--- config.mk ---
export PLATFORM = sky130hd
export DESIGN_NAME = yaw_pitch_to_direction
export DESIGN_NICKNAME = d
export VERILOG_FILES = /design/src/hw/rtl/ypd_pkg.sv /design/src/hw/rtl/yaw_pitch_to_direction.sv
export SDC_FILE = /design/constraint.sdc
export NUM_CORES = 2
export LEC_CHECK = 0
export ABC_AREA = 1
export BUFFER_PORTS_ARGS = -buffer_cell sky130_fd_sc_hd__buf_2
export CORE_MARGIN = 4
export CORE_UTILIZATION = 35
export DETAILED_ROUTE_END_ITERATION = 7
export GPL_TIMING_DRIVEN = 0
export HOLD_SLACK_MARGIN = 0.15
export PLACE_DENSITY = 0.59
export SETUP_SLACK_MARGIN = 0.4
export SYNTH_ARGS = -nofsm -noshare
export SYNTH_HDL_FRONTEND = slang
export SYNTH_SLANG_ARGS = --single-unit
--- constraint.sdc ---
create_clock -name clock -period 12.65 [get_ports clock]
set_input_delay 2.53 -clock clock [delete_from_list [all_inputs] [get_ports clock]]
set_output_delay 2.53 -clock clock [all_outputs]
set_load 0.02 [all_outputs]
--- src/hw/rtl/ypd_pkg.sv ---
// Package for the yaw/pitch to direction block: sequencer state type and
// the fixed constants of the angle divider and the CORDIC unit.
// No dependencies.
package ypd_pkg;

   // sequencer states, one-hot
   typedef enum logic [4:0] {
      ST_IDLE = 5'b00001,
      ST_WRAP = 5'b00010,
      ST_DIV  = 5'b00100,
      ST_ROT  = 5'b01000,
      ST_MUL  = 5'b10000
   } seq_state_type;

   // A full turn is 45 * 2^(F+3) angle units, so the binary angle
   // round(u * 2^32 / turn) is floor((u * 2^(29-F) + 22) / 45).
   localparam int DIVISOR    = 45;
   localparam int ROUND_BIAS = 22;
   localparam int DIV_W      = 39;   // dividend width, three bits per digit
   localparam int DIV_DIGITS = 13;   // radix-8 digits in the dividend
   localparam int REM_W      = 6;    // remainder below the divisor
   localparam int DIGIT_W    = 3;

   localparam int BANG_W     = 32;   // binary angle, 2^32 per turn
   localparam int CORD_W     = 33;   // CORDIC x, y, z registers
   localparam int TRIG_W     = 32;   // stored sine and cosine, Q2.30
   localparam int ATAN_IDX_W = 5;
   localparam int ATAN_LEN   = 24;

   localparam logic [31:0] CORDIC_GAIN = 32'd652032874;

   // arctangent of 2^-i as a binary angle
   function automatic logic [31:0] atan_entry(input logic [ATAN_IDX_W-1:0] idx);
      logic [31:0] val;
      case (idx)
         5'd0:    val = 32'd536870912;
         5'd1:    val = 32'd316933406;
         5'd2:    val = 32'd167458907;
         5'd3:    val = 32'd85004756;
         5'd4:    val = 32'd42667331;
         5'd5:    val = 32'd21354465;
         5'd6:    val = 32'd10679838;
         5'd7:    val = 32'd5340245;
         5'd8:    val = 32'd2670163;
         5'd9:    val = 32'd1335087;
         5'd10:   val = 32'd667544;
         5'd11:   val = 32'd333772;
         5'd12:   val = 32'd166886;
         5'd13:   val = 32'd83443;
         5'd14:   val = 32'd41722;
         5'd15:   val = 32'd20861;
         5'd16:   val = 32'd10430;
         5'd17:   val = 32'd5215;
         5'd18:   val = 32'd2608;
         5'd19:   val = 32'd1304;
         5'd20:   val = 32'd652;
         5'd21:   val = 32'd326;
         5'd22:   val = 32'd163;
         5'd23:   val = 32'd81;
         default: val = 32'd0;
      endcase
      return val;
   endfunction

endpackage

--- src/hw/rtl/yaw_pitch_to_direction.sv ---
// Top level of the yaw/pitch to direction block: angle accumulation, binary
// angle divider, shared CORDIC rotator and product stage.
// Depends on ypd_pkg.
//
//  channel | ports                                  | direction
//  --------+----------------------------------------+----------
//  req     | req_valid/req_stall, yaw/pitch delta   | in
//  rsp     | rsp_valid/rsp_stall, dir_x/y/z, clamp  | out
//
// The rotator runs its CORDIC_STEPS iterations twice, each after a 13-digit
// radix-8 divide.
// Reset clears both angles and drops any pending result.
// A stalled result is held; the next item is taken meanwhile and waits at
// its final step until the result register frees.
module yaw_pitch_to_direction #(
   parameter int ANGLE_FRAC_BITS = 7,
   parameter int OUT_FRAC_BITS   = 15,
   parameter int CORDIC_STEPS    = 16
) (
   input  logic               clock,
   input  logic               reset,
   input  logic               req_valid,
   output logic               req_stall,
   input  logic signed [15:0] req_yaw_delta,
   input  logic signed [15:0] req_pitch_delta,
   output logic               rsp_valid,
   input  logic               rsp_stall,
   output logic signed [15:0] rsp_dir_x,
   output logic signed [15:0] rsp_dir_y,
   output logic signed [15:0] rsp_dir_z,
   output logic               rsp_pitch_clamped
);
   import ypd_pkg::*;

   localparam int FULL_TURN = 360 << ANGLE_FRAC_BITS;
   localparam int PITCH_LIM = 89 << ANGLE_FRAC_BITS;
   localparam int UW        = $clog2(FULL_TURN);
   localparam int YS_W      = $clog2(FULL_TURN + 32768) + 1;
   localparam int PITCH_W   = $clog2(PITCH_LIM + 1) + 1;
   localparam int PSUM_W    = $clog2(PITCH_LIM + 32768 + 1) + 1;
   localparam int DSH       = 29 - ANGLE_FRAC_BITS;
   localparam int OSH       = 30 - OUT_FRAC_BITS;
   localparam int CNT_MAX   = (CORDIC_STEPS > DIV_DIGITS) ? CORDIC_STEPS : DIV_DIGITS;
   localparam int CNT_W     = $clog2(CNT_MAX);

   localparam logic signed [YS_W-1:0]   FT_S  = YS_W'(FULL_TURN);
   localparam logic signed [PSUM_W-1:0] PLIM  = PSUM_W'(PITCH_LIM);
   localparam logic [CNT_W-1:0] DIV_LAST = CNT_W'(DIV_DIGITS - 1);
   localparam logic [CNT_W-1:0] ROT_LAST = CNT_W'(CORDIC_STEPS - 1);
   localparam logic [CNT_W-1:0] MUL_LAST = CNT_W'(2);

   // Q2.30 to output format with half-up rounding and 16-bit saturation
   function automatic logic signed [15:0] to_out(input logic signed [33:0] v);
      logic signed [34:0] t;
      logic signed [34:0] r;
      logic signed [15:0] o;
      t = 35'(v) + (35'sd1 <<< (OSH - 1));
      r = t >>> OSH;
      if (r > 35'sd32767) begin
         o = 16'sh7fff;
      end else if (r < -35'sd32768) begin
         o = -16'sh8000;
      end else begin
         o = 16'(r);
      end
      return o;
   endfunction

   function automatic logic signed [33:0] round_q30(input logic signed [63:0] p);
      logic signed [63:0] t;
      t = p + (64'sd1 <<< 29);
      return $signed(t[63:30]);
   endfunction

   // control registers
   seq_state_type            state_ff, state_in;
   logic                     sel_ff, sel_in;         // 0: yaw pass, 1: pitch pass
   logic [CNT_W-1:0]         cnt_ff, cnt_in;
   logic [UW-1:0]            yaw_ff, yaw_in;
   logic signed [PITCH_W-1:0] pitch_ff, pitch_in;
   logic                     out_valid_ff, out_valid_in;

   // work registers
   logic signed [YS_W-1:0]   ys_ff, ys_in;
   logic                     clamp_ff, clamp_in;
   logic [DIV_W-1:0]         ds_ff, ds_in;
   logic [REM_W-1:0]         rem_ff, rem_in;
   logic [BANG_W-1:0]        q_ff, q_in;
   logic signed [CORD_W-1:0] z_ff, z_in, x_ff, x_in, y_ff, y_in;
   logic                     neg_ff, neg_in;
   logic signed [TRIG_W-1:0] cy_ff, cy_in, sy_ff, sy_in, cp_ff, cp_in, sp_ff, sp_in;
   logic signed [63:0]       prod_ff, prod_in;
   logic signed [15:0]       wx_ff, wx_in;
   logic signed [15:0]       dx_ff, dx_in, dy_ff, dy_in, dz_ff, dz_in;
   logic                     oclamp_ff, oclamp_in;

   // combinational helpers
   logic                     accept;
   logic signed [PSUM_W-1:0] psum;
   logic signed [YS_W-1:0]   pu_wide;
   logic [UW-1:0]            div_u;
   logic [DIV_W-1:0]         div_load;
   logic [8:0]               dv;
   logic [DIGIT_W-1:0]       dig;
   logic [REM_W-1:0]         drem;
   logic [BANG_W-1:0]        q_full;
   logic signed [BANG_W-1:0] zq;
   logic                     zflip;
   logic signed [CORD_W-1:0] xsh, ysh, atan_s, xn, yn, xr, yr;
   logic signed [TRIG_W-1:0] mul_a;
   logic signed [63:0]       prod_w;
   logic                     out_free;

   assign req_stall         = (state_ff != ST_IDLE);
   assign accept            = req_valid && !req_stall;
   assign rsp_valid         = out_valid_ff;
   assign rsp_dir_x         = dx_ff;
   assign rsp_dir_y         = dy_ff;
   assign rsp_dir_z         = dz_ff;
   assign rsp_pitch_clamped = oclamp_ff;
   assign out_free          = !(out_valid_ff && rsp_stall);

   always_comb begin
      psum    = PSUM_W'(pitch_ff) + PSUM_W'(req_pitch_delta);
      pu_wide = (pitch_ff < 0) ? YS_W'(pitch_ff) + FT_S : YS_W'(pitch_ff);
      div_u   = (state_ff == ST_WRAP) ? UW'(ys_ff) : UW'(pu_wide);
      div_load = (DIV_W'(div_u) << DSH) + DIV_W'(ROUND_BIAS);

      // one radix-8 quotient digit
      dv   = {rem_ff, ds_ff[DIV_W-1 -: DIGIT_W]};
      dig  = '0;
      drem = REM_W'(dv);
      for (int k = 1; k < 8; k++) begin
         if (dv >= 9'(k * DIVISOR)) begin
            dig  = DIGIT_W'(k);
            drem = REM_W'(dv - 9'(k * DIVISOR));
         end
      end
      q_full = {q_ff[BANG_W-DIGIT_W-1:0], dig};
      zq     = $signed(q_full);
      // beyond a quarter turn: rotate by half a turn and negate the result
      zflip  = (zq > 32'sd1073741824) || (zq < -32'sd1073741824);

      // CORDIC iteration
      xsh    = x_ff >>> cnt_ff;
      ysh    = y_ff >>> cnt_ff;
      atan_s = $signed({1'b0, atan_entry(ATAN_IDX_W'(cnt_ff))});
      if (z_ff >= 0) begin
         xn = x_ff - ysh;
         yn = y_ff + xsh;
      end else begin
         xn = x_ff + ysh;
         yn = y_ff - xsh;
      end
      xr = neg_ff ? -xn : xn;
      yr = neg_ff ? -yn : yn;

      mul_a  = (cnt_ff == '0) ? cy_ff : sy_ff;
      prod_w = mul_a * cp_ff;
   end

   always_comb begin
      state_in     = state_ff;
      sel_in       = sel_ff;
      cnt_in       = cnt_ff;
      yaw_in       = yaw_ff;
      pitch_in     = pitch_ff;
      out_valid_in = out_valid_ff;
      ys_in        = ys_ff;
      clamp_in     = clamp_ff;
      ds_in        = ds_ff;
      rem_in       = rem_ff;
      q_in         = q_ff;
      z_in         = z_ff;
      x_in         = x_ff;
      y_in         = y_ff;
      neg_in       = neg_ff;
      cy_in        = cy_ff;
      sy_in        = sy_ff;
      cp_in        = cp_ff;
      sp_in        = sp_ff;
      prod_in      = prod_ff;
      wx_in        = wx_ff;
      dx_in        = dx_ff;
      dy_in        = dy_ff;
      dz_in        = dz_ff;
      oclamp_in    = oclamp_ff;

      if (out_valid_ff && !rsp_stall) begin
         out_valid_in = 1'b0;
      end

      case (state_ff)
         ST_IDLE: begin
            if (accept) begin
               ys_in = YS_W'($signed({1'b0, yaw_ff})) + YS_W'(req_yaw_delta);
               if (psum > PLIM) begin
                  pitch_in = PITCH_W'(PLIM);
                  clamp_in = 1'b1;
               end else if (psum < -PLIM) begin
                  pitch_in = PITCH_W'(-PLIM);
                  clamp_in = 1'b1;
               end else begin
                  pitch_in = PITCH_W'(psum);
                  clamp_in = 1'b0;
               end
               state_in = ST_WRAP;
            end
         end
         ST_WRAP: begin
            // add or remove one turn per cycle until the yaw sum lies in range
            if (ys_ff < 0) begin
               ys_in = ys_ff + FT_S;
            end else if (ys_ff >= FT_S) begin
               ys_in = ys_ff - FT_S;
            end else begin
               yaw_in   = UW'(ys_ff);
               ds_in    = div_load;
               rem_in   = '0;
               cnt_in   = '0;
               sel_in   = 1'b0;
               state_in = ST_DIV;
            end
         end
         ST_DIV: begin
            ds_in  = ds_ff << DIGIT_W;
            rem_in = drem;
            q_in   = q_full;
            cnt_in = cnt_ff + 1'b1;
            if (cnt_ff == DIV_LAST) begin
               z_in     = zflip ? CORD_W'($signed({~q_full[BANG_W-1], q_full[BANG_W-2:0]}))
                                : CORD_W'(zq);
               neg_in   = zflip;
               x_in     = CORD_W'($signed(CORDIC_GAIN));
               y_in     = '0;
               cnt_in   = '0;
               state_in = ST_ROT;
            end
         end
         ST_ROT: begin
            x_in   = xn;
            y_in   = yn;
            z_in   = (z_ff >= 0) ? z_ff - atan_s : z_ff + atan_s;
            cnt_in = cnt_ff + 1'b1;
            if (cnt_ff == ROT_LAST) begin
               cnt_in = '0;
               if (!sel_ff) begin
                  cy_in    = TRIG_W'(xr);
                  sy_in    = TRIG_W'(yr);
                  sel_in   = 1'b1;
                  ds_in    = div_load;
                  rem_in   = '0;
                  state_in = ST_DIV;
               end else begin
                  cp_in    = TRIG_W'(xr);
                  sp_in    = TRIG_W'(yr);
                  state_in = ST_MUL;
               end
            end
         end
         ST_MUL: begin
            if (cnt_ff != MUL_LAST) begin
               prod_in = prod_w;
               cnt_in  = cnt_ff + 1'b1;
               if (cnt_ff != '0) begin
                  wx_in = to_out(round_q30(prod_ff));
               end
            end else if (out_free) begin
               dx_in        = wx_ff;
               dy_in        = to_out(34'(sp_ff));
               dz_in        = to_out(round_q30(prod_ff));
               oclamp_in    = clamp_ff;
               out_valid_in = 1'b1;
               cnt_in       = '0;
               state_in     = ST_IDLE;
            end
         end
         default: begin
            state_in = ST_IDLE;
         end
      endcase
   end

   always_ff @(posedge clock) begin
      if (reset) begin
         state_ff     <= ST_IDLE;
         sel_ff       <= 1'b0;
         cnt_ff       <= '0;
         yaw_ff       <= '0;
         pitch_ff     <= '0;
         out_valid_ff <= 1'b0;
      end else begin
         state_ff     <= state_in;
         sel_ff       <= sel_in;
         cnt_ff       <= cnt_in;
         yaw_ff       <= yaw_in;
         pitch_ff     <= pitch_in;
         out_valid_ff <= out_valid_in;
      end
   end

   always_ff @(posedge clock) begin
      ys_ff     <= ys_in;
      clamp_ff  <= clamp_in;
      ds_ff     <= ds_in;
      rem_ff    <= rem_in;
      q_ff      <= q_in;
      z_ff      <= z_in;
      x_ff      <= x_in;
      y_ff      <= y_in;
      neg_ff    <= neg_in;
      cy_ff     <= cy_in;
      sy_ff     <= sy_in;
      cp_ff     <= cp_in;
      sp_ff     <= sp_in;
      prod_ff   <= prod_in;
      wx_ff     <= wx_in;
      dx_ff     <= dx_in;
      dy_ff     <= dy_in;
      dz_ff     <= dz_in;
      oclamp_ff <= oclamp_in;
   end

endmodule
==> flow_metrics.env <==
export IMPL_crit_slowest_cell="sky130_fd_sc_hd__o21ai_1"
export IMPL_synth_top_cells_by_count="sky130_fd_sc_hd__nand2_1 (2056), sky130_fd_sc_hd__inv_1 (1689), sky130_fd_sc_hd__nor2_1 (1187)"
export IMPL_final_core_util=0.3818
export IMPL_result_of_the_run="finished with violations"
export IMPL_synth_area_um2=70960
export IMPL_hold_class="flop to flop"
export IMPL_drtAntennaViolNets=0
export IMPL_die_h_um=458.3
export IMPL_die_w_um=458.3
export IMPL_worst_setup_path_start_kind="flop"
export IMPL_worst_slew_pin_transition_ns=1.502
export IMPL_core_region_area_um2=201900
export IMPL_slew_headroom=-0.01161
export IMPL_layoutNonFillerInstCount=11970
export IMPL_worstSkewPairLatency_ns=0.72
export IMPL_worst_path_most_repeated_cell="sky130_fd_sc_hd__fa_1"
export IMPL_end_kind="flop"
export IMPL_synth_unique_cells=69
export IMPL_synth_nets=10540
export IMPL_synthesis_yosys_warnings=0
export IMPL_finalNetCount=10710
export IMPL_gr_total_overflow=0
export IMPL_drv_slew=7
export IMPL_clock_tree_from_tritoncts="built"
export IMPL_failed_checks="max-capacitance violations, max-slew violations"
export IMPL_maxCapViolations=4
export IMPL_grt_pass1_vias=63670
export IMPL_wire_length_of_the_first_global_routing_pass_mm=410.8
export IMPL_slowest_delay_ns=1.14
export IMPL_post_drt_via_cell_ratio=5.204
export IMPL_grtUsageTotal=0.2630
export IMPL_grt_setup_unrepaired="no"
export IMPL_synth_sequential_area_ratio=0.1887
export IMPL_number_of_antenna_violations_at_the_first_check_in_global_routing=10
export IMPL_yosysMostFrequentCell="sky130_fd_sc_hd__nand2_1"
export IMPL_ctsRootBufferMaster="sky130_fd_sc_hd__clkbuf_16"
export IMPL_yosys_most_used_dff="sky130_fd_sc_hd__edfxtp_1"
export IMPL_cts_max_level=2
export IMPL_finalCritPeriodShare=0.9461
export IMPL_arrival_time_reported_for_the_critical_path_endpoint_ns=12.38
export IMPL_gp_routability_congestion=1.006
export IMPL_totalNegativeSetupSlack_ns=0
export IMPL_numCtsBuffers=60
export IMPL_reg_area_um2=13390
export IMPL_initialDrtViolationCount=5747
export IMPL_postSynth_asyncResetShare=0
export IMPL_placed_cells_incl_taps=11850
export IMPL_start_util=0.3514
export IMPL_fp_row_count=165
export IMPL_report_final_setup_viol=0
export IMPL_remaining_drc_errors=0
export IMPL_die_area_um2=210000
export IMPL_yosysTopAreaCellShare=0.3064
export IMPL_final_min_clock_period_ns=11.97
export IMPL_grt_max_degree=60
export IMPL_layout_filler_cells=21220
export IMPL_via_count=62290
export IMPL_path_max_fanout=10
export IMPL_synth_enable_flop_cells=398
export IMPL_worst_path_clk_slew_ns=0.07
export IMPL_fin_worst_skew_ns=0.08246
export IMPL_synth_ff_latch_count=470
export IMPL_syn_area_per_cell_um2=7.817
export IMPL_critical_path_required_ns=13.06
export IMPL_synth_top_area_cell="sky130_fd_sc_hd__fa_1"
export IMPL_clock_sink_count=470
export IMPL_synth_area_leaders="sky130_fd_sc_hd__fa_1 (31%), sky130_fd_sc_hd__edfxtp_1 (17%), sky130_fd_sc_hd__nand2_1 (11%)"
export IMPL_totalWireLength_mm=278.9
export IMPL_pin_count=87
export IMPL_post_cts_buffers=0
export IMPL_syn_to_final_growth_pct=8.644
export IMPL_max_freq_mhz=83.56
export IMPL_ratio_of_cells_with_drive_above_1_in_the_final_layout=0.05284
export IMPL_port_buffers=86
export IMPL_dr_pass1_iters=7
export IMPL_wl_cell_um=23.30
export IMPL_synthCells=9077
export IMPL_clk_path_buf_depth=3
export IMPL_hpwlAfterDp_mm=234.2
export IMPL_report_final_hold_viol_count=0
export IMPL_multiInputGateArea_um2=49880
export IMPL_criticalPathCategory="flop to flop"
state kept, by name, indices dropped and copies added (netlist names), 6 cells and up:
signal / count
cy_ff: 32
atan_s: 30
rsp_dir_y: 16
yaw_ff: 16
x_ff: 33
ds_ff: 30
cp_ff: 32
wx_ff: 16
rsp_dir_z: 16
sp_ff: 18
prod_ff: 35
rem_ff: 6
rsp_dir_x: 16
q_ff: 29
sy_ff: 32
z_ff: 33
ys_ff: 18
y_ff: 33
pitch_ff: 15
cell usage in the layout (no fill, tap or decap), drive strengths merged, types with 97 or more instances in the layout:
cell type and instances:
clkbuf 281, nand2 2096, inv 1740, xnor2 97
buf 178, xor2 161, fa 1086, edfxtp 398
a21oi 348, o21ai 368, nor2 1225, nand3 420
ha 343
repair_timing:
item / 4_1_cts / 5_1_grt
hold buffers: 0 / 0
endpoints found under the setup margin: 0 / 2
gates resized for setup: 0 / 1
cell type report:
| cell class | count | share of cell area |
|---|---|---|
| tap | 2672 | 0.04337 |
| inverter | 1743 | 0.08487 |
| clock inverter | 37 | 0.004869 |
| multi-input combinational | 6583 | 0.6470 |
| antenna | 6 | 0.0001948 |
| buffer | 281 | 0.01571 |
| clock buffer | 75 | 0.02133 |
| sequential | 470 | 0.1737 |
| timing repair buffer | 103 | 0.008911 |
worst paths after layout:
path / end / slack, ns / cells after the start / startpoint
max: prod_ff[59] / 0.68 / 30 / cnt_ff[1]
min: rsp_dir_x[8] / 0.42 / 0 / wx_ff[8]
max reg2reg: prod_ff[59] / 0.68 / 30 / cnt_ff[1]
min reg2reg: rsp_dir_x[8] / 0.42 / 0 / wx_ff[8]
layer usage:
layer,vias to the layer above,track usage,routed length (um)
li1,28300,-,-
met1,30800,0.3420,115200
met2,2589,0.4302,127500
met3,588,0.04548,21370
met4,8,0.1170,14680
met5,-,0,47
cell families (layout without fill, tap and decap cells):
logic type | after synthesis | after routing | share of synthesized area
adders and majority gates | 1429 | 1429 | 0.3669
xor gates and xnor gates | 258 | 258 | 0.03232
other | 0 | 6 | 0
muxes | 2 | 2 | 0.0004585
buffers and inverters | 2024 | 2239 | 0.1093
and+or+nand+nor | 4018 | 4018 | 0.2345
AOI/OAI and AO/OA | 876 | 876 | 0.06782
DFF | 470 | 470 | 0.1887
stage by stage:
stage               instance area, um^2  worst slack (ns)  hold slack, ns
CTS                               77020            0.7173          0.4214
detailed placement                75000            0.8311          0.4045
global route                      77070            0.4620          0.4345
finish                            77090            0.6825          0.4178
global placement                  74730            0.4755          0.4024
floorplan                         70960             3.993          0.4003
critical path: cells and delay by family, from the launching register on:
kind            cells  cell delay (ns)
compound gates      2             1.97
fa+ha+maj          10             4.61
buf+inv             8             2.39
flops               1             0.42
simple gates       10             2.21
Power is left out: the tool's default activity adds up to more than one toggle a clock period on the data nets, which glitch-free logic cannot reach.
